$ cat src/rtl/core/async_hdlc_deframer_macros.svh
// assertion helpers for the deframer
`ifndef ASYNC_HDLC_DEFRAMER_MACROS_SVH
`define ASYNC_HDLC_DEFRAMER_MACROS_SVH

`ifndef ASSERT_OFF

// checked on every clock edge once reset is released
`define AHD_ASSERT(name, prop, msg) \
  name: assert property (@(posedge clk_i) disable iff (!rst_ni) (prop)) else $error(msg);

// checked on every clock edge, reset included
`define AHD_ASSERT_NR(name, prop, msg) \
  name: assert property (@(posedge clk_i) (prop)) else $error(msg);

`else

`define AHD_ASSERT(name, prop, msg)
`define AHD_ASSERT_NR(name, prop, msg)

`endif

`endif

$ cat src/rtl/core/ahdlc_pkg.sv
`default_nettype none

package ahdlc_pkg;

  localparam int unsigned ByteW  = 8;
  localparam int unsigned LenW   = 13;
  localparam int unsigned KindW  = 2;
  localparam int unsigned CfgIdxW = 1;

  localparam logic [ByteW-1:0] FLAG_BYTE = 8'h7e;
  localparam logic [ByteW-1:0] ESC_BYTE  = 8'h7d;
  localparam logic [ByteW-1:0] ESC_XOR   = 8'h20;

  localparam logic [LenW-1:0] MAX_LEN_RESET = 13'd2048;

  typedef enum logic [1:0] {
    PH_HUNT    = 2'd0,
    PH_FRAME   = 2'd1,
    PH_ESCAPED = 2'd2
  } rx_phase_e;

  typedef enum logic [KindW-1:0] {
    KIND_DATA  = 2'd0,
    KIND_END   = 2'd1,
    KIND_ABORT = 2'd2,
    KIND_RAW   = 2'd3
  } kind_e;

  typedef enum logic [CfgIdxW-1:0] {
    REG_FRAMING_ON = 1'b0,
    REG_MAX_LEN    = 1'b1
  } cfg_reg_e;

  typedef struct packed {
    kind_e             kind;
    logic [ByteW-1:0]  data_byte;
    logic [LenW-1:0]   frame_length;
  } res_t;

endpackage

`default_nettype wire

$ cat src/rtl/core/async_hdlc_deframer.sv
// async_hdlc_deframer: byte-stuffed asynchronous hdlc deframer
//
// s_axis carries one received link byte per item in tdata[7:0].
// m_axis carries one result item: tuser[1:0] is the kind (data, frame end,
// abort, raw), tdata[7:0] the unstuffed or raw byte, tdata[20:8] the frame
// length of a frame end. With framing on, hunt bytes, an escape that starts
// a stuffed pair and a flag with a zero byte count give no result item.
// cfg writes framing_on (index 0, bit 0) and max_frame_len (index 1) and are
// always ready; write only while the block is idle.
// Each byte is taken into the input register, then decoded into the output
// register.
// Throughput: one item per cycle while the skid register is empty; the phase
// and byte count update in the single decode stage, so the next byte can follow at once.
// A skid register behind the output register absorbs one result when the
// sink stalls; s_axis tready drops only while that skid register is full.
// Reset empties all stages, turns framing off, sets max_frame_len to 2048
// and puts the deframer in hunt with a zero byte count.
`default_nettype none

module async_hdlc_deframer (
  input  wire logic                            clk_i,
  input  wire logic                            rst_ni,
  // tdata: rx_byte[7:0]
  input  wire logic                            s_axis_tvalid,
  output logic                                 s_axis_tready,
  input  wire logic [ahdlc_pkg::ByteW-1:0]     s_axis_tdata,
  // tdata: out_byte[7:0], frame_length[20:8], zero[23:21]
  output logic                                 m_axis_tvalid,
  input  wire logic                            m_axis_tready,
  output logic [23:0]                          m_axis_tdata,
  // tuser: kind[1:0]
  output logic [ahdlc_pkg::KindW-1:0]          m_axis_tuser,
  input  wire logic                            cfg_valid_i,
  output logic                                 cfg_ready_o,
  input  wire logic [ahdlc_pkg::CfgIdxW-1:0]   cfg_index_i,
  input  wire logic [ahdlc_pkg::LenW-1:0]      cfg_data_i
);
  import ahdlc_pkg::*;

  `include "async_hdlc_deframer_macros.svh"

  logic              framing_on_q;
  logic [LenW-1:0]   max_len_q;

  logic              in_valid_q;
  logic [ByteW-1:0]  in_byte_q;

  rx_phase_e         phase_q, phase_d;
  logic [LenW-1:0]   count_q, count_d;

  logic              out_valid_q, skid_valid_q;
  res_t              out_q, skid_q;

  logic              fire;
  logic              has_res;
  res_t              res;
  logic              out_pop;
  logic              push;
  logic              is_flag, is_esc, too_long;
  logic [LenW-1:0]   count_inc;

  // configuration registers
  assign cfg_ready_o = 1'b1;

  always_ff @(posedge clk_i or negedge rst_ni) begin
    if (!rst_ni) begin
      framing_on_q <= 1'b0;
      max_len_q    <= MAX_LEN_RESET;
    end else if (cfg_valid_i) begin
      case (cfg_reg_e'(cfg_index_i))
        REG_FRAMING_ON: framing_on_q <= cfg_data_i[0];
        REG_MAX_LEN:    max_len_q    <= cfg_data_i;
        default: ;
      endcase
    end
  end

  // input register
  assign fire          = in_valid_q && !skid_valid_q;
  assign s_axis_tready = !in_valid_q || !skid_valid_q;

  always_ff @(posedge clk_i or negedge rst_ni) begin
    if (!rst_ni) begin
      in_valid_q <= 1'b0;
    end else if (s_axis_tready) begin
      in_valid_q <= s_axis_tvalid;
    end
  end

  always_ff @(posedge clk_i) begin
    if (s_axis_tvalid && s_axis_tready) begin
      in_byte_q <= s_axis_tdata;
    end
  end

  assign is_flag   = (in_byte_q == FLAG_BYTE);
  assign is_esc    = (in_byte_q == ESC_BYTE);
  assign too_long  = (count_q >= max_len_q);
  assign count_inc = count_q + LenW'(1);

  // next phase and byte count
  always_comb begin
    phase_d = phase_q;
    count_d = count_q;
    case (phase_q)
      PH_FRAME: begin
        if (is_esc) begin
          phase_d = PH_ESCAPED;
        end else if (is_flag) begin
          count_d = '0;
        end else if (too_long) begin
          phase_d = PH_HUNT;
          count_d = '0;
        end else begin
          count_d = count_inc;
        end
      end
      PH_ESCAPED: begin
        if (is_esc || is_flag || too_long) begin
          phase_d = PH_HUNT;
          count_d = '0;
        end else begin
          phase_d = PH_FRAME;
          count_d = count_inc;
        end
      end
      default: begin
        count_d = '0;
        phase_d = is_flag ? PH_FRAME : PH_HUNT;
      end
    endcase
  end

  // result of the current byte
  always_comb begin
    has_res = 1'b0;
    res     = '{kind: KIND_RAW, data_byte: '0, frame_length: '0};
    if (!framing_on_q) begin
      has_res       = 1'b1;
      res.data_byte = in_byte_q;
    end else begin
      case (phase_q)
        PH_FRAME: begin
          if (is_esc) begin
            has_res = 1'b0;
          end else if (is_flag) begin
            has_res          = (count_q != '0);
            res.kind         = KIND_END;
            res.frame_length = count_q;
          end else if (too_long) begin
            has_res  = 1'b1;
            res.kind = KIND_ABORT;
          end else begin
            has_res       = 1'b1;
            res.kind      = KIND_DATA;
            res.data_byte = in_byte_q;
          end
        end
        PH_ESCAPED: begin
          has_res = 1'b1;
          if (is_esc || is_flag || too_long) begin
            res.kind = KIND_ABORT;
          end else begin
            res.kind      = KIND_DATA;
            res.data_byte = in_byte_q ^ ESC_XOR;
          end
        end
        default: has_res = 1'b0;
      endcase
    end
  end

  always_ff @(posedge clk_i or negedge rst_ni) begin
    if (!rst_ni) begin
      phase_q <= PH_HUNT;
      count_q <= '0;
    end else if (fire && framing_on_q) begin
      phase_q <= phase_d;
      count_q <= count_d;
    end
  end

  // output register with skid stage
  assign out_pop = out_valid_q && m_axis_tready;
  assign push    = fire && has_res;

  always_ff @(posedge clk_i or negedge rst_ni) begin
    if (!rst_ni) begin
      out_valid_q  <= 1'b0;
      skid_valid_q <= 1'b0;
    end else if (out_pop) begin
      // skid full means nothing was pushed this cycle
      out_valid_q  <= skid_valid_q || push;
      skid_valid_q <= 1'b0;
    end else if (push) begin
      out_valid_q  <= 1'b1;
      skid_valid_q <= out_valid_q;
    end
  end

  always_ff @(posedge clk_i) begin
    if (out_pop) begin
      out_q <= skid_valid_q ? skid_q : res;
    end else if (push) begin
      if (out_valid_q) begin
        skid_q <= res;
      end else begin
        out_q <= res;
      end
    end
  end

  assign m_axis_tvalid = out_valid_q;
  assign m_axis_tuser  = out_q.kind;
  assign m_axis_tdata  = {3'b000, out_q.frame_length, out_q.data_byte};

  `AHD_ASSERT(skid_needs_out, skid_valid_q |-> out_valid_q, "skid full with empty output")
  `AHD_ASSERT(skid_fill_on_stall, $rose(skid_valid_q) |-> $past(out_valid_q && !m_axis_tready),
    "skid filled without output stall")
  `AHD_ASSERT(hunt_count_zero, (phase_q == PH_HUNT) |-> (count_q == '0),
    "nonzero byte count in hunt")
  `AHD_ASSERT(end_len_nonzero, (out_valid_q && (out_q.kind == KIND_END)) |->
    (out_q.frame_length != '0), "frame end with zero length")
  `AHD_ASSERT_NR(reset_empty, !rst_ni |-> (!out_valid_q && !skid_valid_q && !in_valid_q),
    "stages not empty in reset")

endmodule

`default_nettype wire

$ cat config.mk
export PLATFORM = sky130hd
export DESIGN_NAME = async_hdlc_deframer
export DESIGN_NICKNAME = d
export VERILOG_FILES = /design/src/rtl/core/ahdlc_pkg.sv /design/src/rtl/core/async_hdlc_deframer.sv
export VERILOG_INCLUDE_DIRS = /design/src /design/src/rtl/core
export SDC_FILE = /design/constraint.sdc
export NUM_CORES = 1
export LEC_CHECK = 0
export ABC_AREA = 1
export BUFFER_PORTS_ARGS = -buffer_cell sky130_fd_sc_hd__buf_2
export CORE_UTILIZATION = 40
export CTS_CLUSTER_DIAMETER = 200
export DETAILED_ROUTE_END_ITERATION = 10
export HOLD_SLACK_MARGIN = 0.06
export PLACE_DENSITY = 0.64
export SLEW_MARGIN = 20
export SYNTH_ARGS = -nofsm -noshare
export SYNTH_HDL_FRONTEND = slang
export SYNTH_SLANG_ARGS = --single-unit
export TNS_END_PERCENT = 5
$ cat constraint.sdc
create_clock -name clk_i -period 2.12 [get_ports clk_i]
set_input_delay 0.424 -clock clk_i [delete_from_list [all_inputs] [get_ports clk_i]]
set_output_delay 0.424 -clock clk_i [all_outputs]
set_load 0.01 [all_outputs]
==> flow_summary.json, run 1 <==
{
  "arrival_ps": 2240,
  "yosysTopAreaCell": "edfxtp_1",
  "cts_made_buffers": 9,
  "critPathMaxStageDelay_ps": 530,
  "antenna_cells": 0,
  "ir_drop_v": 0.000375,
  "maxSlewHeadroom_pct": 50.7,
  "start_util_pct": 41.5,
  "synthCells": 467,
  "power-per-cell-area_mw_per_mm2": 820,
  "worst_pin_slew_ps": 739,
  "overflow": 0,
  "core_mm2": 0.0104,
  "drcViolationCount": 0,
  "p_switching_mw": 1.20,
  "critPathKind": "flip-flop to flip-flop",
  "async_flop_share_pct": 37.2,
  "p_int_mw": 3.02,
  "period_share_pct": 95.2,
  "crit_family": "simple AND/OR/NAND/NOR gates",
  "p_sw_share_pct": 28.4,
  "drv_slew": 0,
  "fin_nets": 583,
  "grt_pass1_vias": 2996,
  "synth_area_mm2": 0.00431,
  "placementRows": 37,
  "ys_seq_elements": 86,
  "skew_ps": 11.6,
  "yosys_most_used_dff": "edfxtp_1",
  "cts_tree": "built",
  "crit_path_top_delay_cell": "dfstp_2",
  "cpMostUsedCell": "nand2_4",
  "clk_pin_slew_ps": 90,
  "ant_nets": 0,
  "wl_per_cell_um": 12.4,
  "rsz0062_at_grt": "true",
  "routed_wl_um": 8450,
  "drive_gt1_share_pct": 23.9,
  "cp_max_fo": 8,
  "grt_pass1_wl_um": 14300,
  "setup_violations": 0,
  "gp_congestion": 0.852,
  "clock_sinks": 86,
  "post-route-util_pct": 49.6,
  "syn_to_final_growth_pct": 19.4,
  "synth_top_area_share_pct": 37.7,
  "vias_per_cell": 4.75,
  "htreeDepth": 3,
  "grt_start_max_net_pins": 33,
  "globalRouteTotalUtil_pct": 16.0,
  "drt_iter0_drc": 182,
  "crit_buf_inv": 1,
  "status": "finished, final reports clean",
  "dp_slack_ps": 17.5,
  "power_frac_comb_pct": 20.1,
  "synthTopCellsByArea": "edfxtp_1 (38%), dfrtp_1 (18%), nand2_1 (13%), inv_1 (5.1%), ha_1 (4.9%)",
  "seq_power_share_pct": 50.7,
  "io_pins": 56,
  "yosysUniqueCellTypes": 32,
  "place_hpwl_um": 6180,
  "yosys_warnings": 0,
  "antenna_found_initial": 0,
  "drt_first_pass_iters": 4,
  "setup_slack_ps": 102,
  "cp.required_ps": 2340,
  "clockBufferDepth": 2,
  "synth_common_cells": "nand2_1 (144), inv_1 (59), edfxtp_1 (54)",
  "hold_violations": 0,
  "p_clk_share_pct": 29.2,
  "clk_latency_ps": 350,
  "p_leak_nw": 2.36,
  "cts-root-buf": "clkbuf_8",
  "synth-edff-count": 54,
  "start_kind": "flip-flop",
  "dieHeight_um": 106,
  "die_area_mm2": 0.0112,
  "post_synth.cell_area_avg_um2": 9.22,
  "synth.yosys.seq_area_share_pct": 56.3,
  "die_w_um": 106,
  "synth_most_common_cell": "nand2_1",
  "num_vias": 3229,
  "hold_path_class": "input port to asynchronous set/reset pin",
  "fmax_mhz": 496,
  "endpoint_kind": "flip-flop",
  "maxCapViolCount": 0,
  "port_buffers": 51,
  "path_cells": "inv_2 -> ha_4 -> nand2_4 -> a21oi_1 -> nor2_1 -> nand3_2 -> nor2_4 -> nand4_1 -> nand2_4 -> nand3_1 -> nand2_1",
  "fin_crit_ps": 2020
}
## layout by cell type (no fill, tap or decap), types with 2 or more instances in the layout
master	synthesis	final
nand2_1	144	143
inv_1	59	56
edfxtp_1	54	54
buf_2	1	51
nor2_1	42	39
dfrtp_1	31	29
a21oi_1	21	21
buf_4	5	19
nand3_1	20	18
ha_1	17	13
nand4_1	10	10
nor3_1	9	9
nor3_2	9	9
clkbuf_8	0	9
o21ai_2	8	8
nor2_2	4	7
o21ai_0	5	5
xor2_1	5	5
inv_2	1	4
ha_4	0	4
conb_1	2	4
nand2_4	1	3
nand3_2	1	3
o31ai_1	2	2
bufinv_16	0	2
clkbuf_1	6	2
clkinvlp_4	0	2
dfrtp_2	0	2
buf_12	0	2
## through the flow
stage	std cells	hold WS [ps]	setup TNS [ps]	total power, mW	cell area, um2
final	680	133	0	4.22	5140
after global routing	680	189	-58.0	4.46	5140
after CTS	676	149	0	4.25	5030
after detailed placement	660	481	0	3.01	4810
after global placement	660	476	0	2.99	4810
after floorplan	469	128	0	2.68	4310
## final timing paths
path / from / end / slack [ps] / cells past startpoint
min reg2reg: max_len_q[11] / max_len_q[11] / 490 / 2
max: max_len_q[11] / m_axis_tdata[7] / 100 / 11
min in group clk_i: s_axis_tdata[4] / in_byte_q[4] / 250 / 1
max in group asynchronous: rst_ni / count_q[12] / 1460 / 1
min: rst_ni / max_len_q[1] / 130 / 1
max reg2reg: max_len_q[11] / m_axis_tdata[7] / 100 / 11
## repair_timing
action,CTS,global route
pin swaps,1,7
hold buffers,0,0
setup endpoints to repair,3,35
hold endpoints to repair,0,0
gates resized for setup,0,17
buffers inserted,0,4
## state kept, by name, indices dropped and copies added, names as in the netlist
signal         cells
count_q           13
phase_q            2
skid_q            23
m_axis_tdata      21
in_byte_q          8
max_len_q         13
m_axis_tvalid      1
skid_valid_q       1
m_axis_tuser       2
in_valid_q         1
framing_on_q       1
## routing by layer
layer / part of all wire (%) / track usage (%) / up-vias
met4: 1.6 / 5.75 / 0
met2: 44 / 24.5 / 76
li1: - / - / 1656
met3: 4.4 / 2.66 / 13
met5: 0 / 0 / -
met1: 50 / 23.0 / 1484
## power groups by stage
stage,registers [mW],logic [mW],clock network [mW]
finish,2.14,0.846,1.23
global route,2.17,0.951,1.34
CTS,2.14,0.834,1.27
detailed placement,2.18,0.829,0
global placement,2.18,0.810,0
floorplan,2.24,0.440,0
## layout make-up
| type | instances | area, um2 |
|---|---|---|
| Fill cell | 1002 | 5230 |
| Inverter | 61 | 231 |
| Sequential cell | 86 | 2430 |
| Tap cell | 136 | 170 |
| Clock buffer | 11 | 131 |
| Clock inverter | 5 | 83.8 |
| Timing Repair Buffer | 72 | 438 |
| Multi-Input combinational cell | 309 | 1660 |
## cells by family after synthesis
group                      count (synthesis)  synth area share, %
AOI/OAI and AO/OA                         38                 5.32
xor gates and xnor gates                   6                 1.22
adders and majority gates                 17                 4.94
buffers and inverters                     74                 7.15
DFF                                       86                 56.3
other                                      2                0.174
and+or+nand+nor                          244                 24.9
Note: power is estimated with default switching activity, not from simulation.
==> inputs of run 2 (changes only) <==
- ABC_AREA: 1 -> 0
- CAP_MARGIN: default -> 10
- SETUP_SLACK_MARGIN: default -> 0.15
==> run 2 against run 1 <==
Compared with the run above:
- the flow now finishes with violations (setup timing)
- clock skew increased by 2.0 ps
- maximum frequency decreased by 11%
- clock power increased by 4%
- register-to-register slack got worse by 240 ps
- sequential share of layout area decreased by 1.8 points
- worst hold slack got worse by 5.6 ps
- core utilization increased by 2.2 points
- setup slack got worse by 240 ps
- count of clock-buffer cells in the layout decreased by 2
- die area decreased by 1.4%
- final area increased by 3.9%
==> flow_summary.json, run 2 <==
{
  "power-per-cell-area_mw_per_mm2": 814,
  "clk_pin_slew_ps": 90,
  "yosysTopAreaCell": "edfxtp_1",
  "drive_gt1_share_pct": 40.7,
  "worst_pin_slew_ps": 761,
  "syn_to_final_growth_pct": 26.0,
  "fin_crit_ps": 2260,
  "dieHeight_um": 105,
  "violations": "setup timing",
  "place_hpwl_um": 6230,
  "hold_slack_ps": 128,
  "maxCapViolCount": 0,
  "crit_start": "max_len_q[11]",
  "setup_violations": 29,
  "cp_max_fo": 14,
  "skew_ps": 13.6,
  "start_util_pct": 41.1,
  "p_switching_mw": 1.22,
  "num_vias": 2983,
  "die_area_mm2": 0.0110,
  "nFillCells": 925,
  "tns_ps": -2930,
  "endpoint_kind": "flip-flop",
  "post_synth.cell_area_avg_um2": 12.1,
  "ant_nets": 0,
  "p_leak_nw": 2.20,
  "antenna_found_initial": 0,
  "wl_per_cell_um": 15.5,
  "synthTopCellsByArea": "edfxtp_1 (38%), dfrtp_1 (18%), mux2_2 (7.7%), ha_1 (5.0%), nand2_1 (2.6%)",
  "rsz0062_at_grt": "true",
  "ys_seq_elements": 86,
  "synth_area_mm2": 0.00424,
  "largest_reg_flops": 23,
  "synth_top_area_share_pct": 38.2,
  "fin_nets": 476,
  "drt_iter0_drc": 211,
  "rr_worst_depth": 10,
  "maxSlewHeadroom_pct": 49.3,
  "p_int_mw": 3.13,
  "cp.required_ps": 2240,
  "yosys_most_used_dff": "edfxtp_1",
  "drcViolationCount": 0,
  "worst_r2r_startpoint": "max_len_q[11]",
  "antenna_cells": 0,
  "ir_drop_v": 0.000417,
  "clk_latency_ps": 360,
  "power_frac_comb_pct": 20.7,
  "globalRouteTotalUtil_pct": 16.5,
  "vias_per_cell": 5.21,
  "final_cell_mix": "edfxtp_1 (54), buf_2 (51), dfrtp_1 (31)",
  "cts-root-buf": "clkbuf_8",
  "status": "finished, violations left",
  "grt_start_max_net_pins": 33,
  "hold_violations": 0,
  "gp_congestion": 0.838,
  "seq_power_share_pct": 49.8,
  "grt_pass1_vias": 2833,
  "top_register": "skid_q",
  "clockBufferDepth": 2,
  "crit_end": "m_axis_tdata[4]",
  "setup_slack_ps": -135,
  "synthCells": 350,
  "synth.yosys.seq_area_share_pct": 57.1,
  "period_share_pct": 106,
  "synth_common_cells": "edfxtp_1 (54), dfrtp_1 (31), mux2_2 (29), nand2_1 (29), inv_1 (19)",
  "synth_most_common_cell": "edfxtp_1",
  "port_buffers": 51,
  "critPathKind": "flip-flop to flip-flop",
  "overflow": 0,
  "hold_path_class": "input port to asynchronous set/reset pin",
  "fmax_mhz": 443,
  "postCtsHoldBufs": 0,
  "arrival_ps": 2380,
  "drt_first_pass_iters": 5,
  "io_pins": 56,
  "grt_pass1_wl_um": 14100,
  "routed_wl_um": 8900,
  "synth-edff-count": 54,
  "drv_slew": 0,
  "async_flop_share_pct": 37.2,
  "cts_made_buffers": 9,
  "final_common_cell": "edfxtp_1",
  "r2r_end": "m_axis_tdata[4]",
  "start_kind": "flip-flop",
  "core_mm2": 0.0103,
  "htreeDepth": 3,
  "ff2ff_setup_slack_ps": -140,
  "p_clk_share_pct": 29.5,
  "p_sw_share_pct": 28.1,
  "yosys_warnings": 0,
  "yosysUniqueCellTypes": 52,
  "die_w_um": 105,
  "cts_tree": "built",
  "placementRows": 37,
  "clock_sinks": 86
}
## run 2: cell count changes after synthesis, sizes merged, moves of 15 or more
cell   before  now
nand2     147   29
inv        61   19
nor2       47   11
mux2        0   29
a31oi       1   17
nor3       18    2
and2        0   15
## run 2: per-layer routing
metal,GRT usage (%),wire [um]
met2,25.5,4150
met3,2.31,317
met4,6.94,133
met1,23.3,4300
met5,0,0
## run 2: critical path: stages (launching register included)
cell and delay (ps):
dfstp_2 550, inv_2 40, ha_4 260, nand4_1 100, buf_4 170, a311oi_4 270, nor4_4 90, buf_6 150
a21boi_4 160, buf_12 170, o21ai_2 60
## run 2: timing repair
item,in CTS,in global routing
setup endpoints to repair,77,78
endpoints found under the hold margin,0,0
gates resized for setup,29,9
cloned,2,0
setup buffers,3,0
pin swaps,20,7
## run 2: cell families (layout without fill, tap and decap cells)
kind of cell             count (synthesis)  in the layout  share of synthesized area (%)
AND/OR/NAND/NOR                        117            117                           15.4
flip-flops                              86             86                           57.1
AO/OA/AOI/OAI                           62             62                           10.2
buffers and inverters                   36            121                           4.16
multiplexers                            30             30                           7.93
adder cells (fa/ha/maj)                 17             17                           5.01
other                                    2              4                          0.177
## run 2: final cells by class
type | instances | area [um2] | share of cell area (%)
Inverter | 19 | 71.3 | 1.33
Sequential cell | 86 | 2420 | 45.3
Clock buffer | 9 | 124 | 2.32
Tap cell | 136 | 170 | 3.18
Clock inverter | 7 | 96.3 | 1.80
Multi-Input combinational cell | 230 | 1870 | 35.0
Timing Repair Buffer | 86 | 587 | 11.0
## run 2: power groups by stage
stage	registers (mW)	logic (mW)	clock network, mW
finish	2.17	0.901	1.28
global route	2.19	0.981	1.36
CTS	2.17	0.895	1.31
detailed placement	2.20	0.854	0
global placement	2.20	0.839	0
floorplan	2.25	0.433	0
## run 2: worst min path at each step
stage	from	to	slack, ps	cells after the start
global placement	max_len_q[3]	max_len_q[3]	490	1
floorplan	rst_ni	count_q[0]	130	0
finish	rst_ni	max_len_q[7]	130	1
global route	rst_ni	max_len_q[2]	170	1
CTS	rst_ni	max_len_q[2]	140	1
detailed placement	max_len_q[1]	max_len_q[1]	500	1
## run 2: stage by stage
| step | utilization [%] | power, mW | worst slack, ps | instances | cell area, um2 |
|---|---|---|---|---|---|
| 2_1_floorplan | - | 2.69 | -36.3 | 352 | 4320 |
| 3_3_place_gp | 47.5 | 3.04 | -179 | 552 | 4900 |
| 3_5_place_dp | 47.5 | 3.06 | -219 | 552 | 4900 |
| 4_1_cts | 51.3 | 4.37 | -138 | 573 | 5300 |
| 5_1_grt | 51.8 | 4.54 | -199 | 573 | 5350 |
| 6_report | 51.8 | 4.35 | -135 | 573 | 5350 |
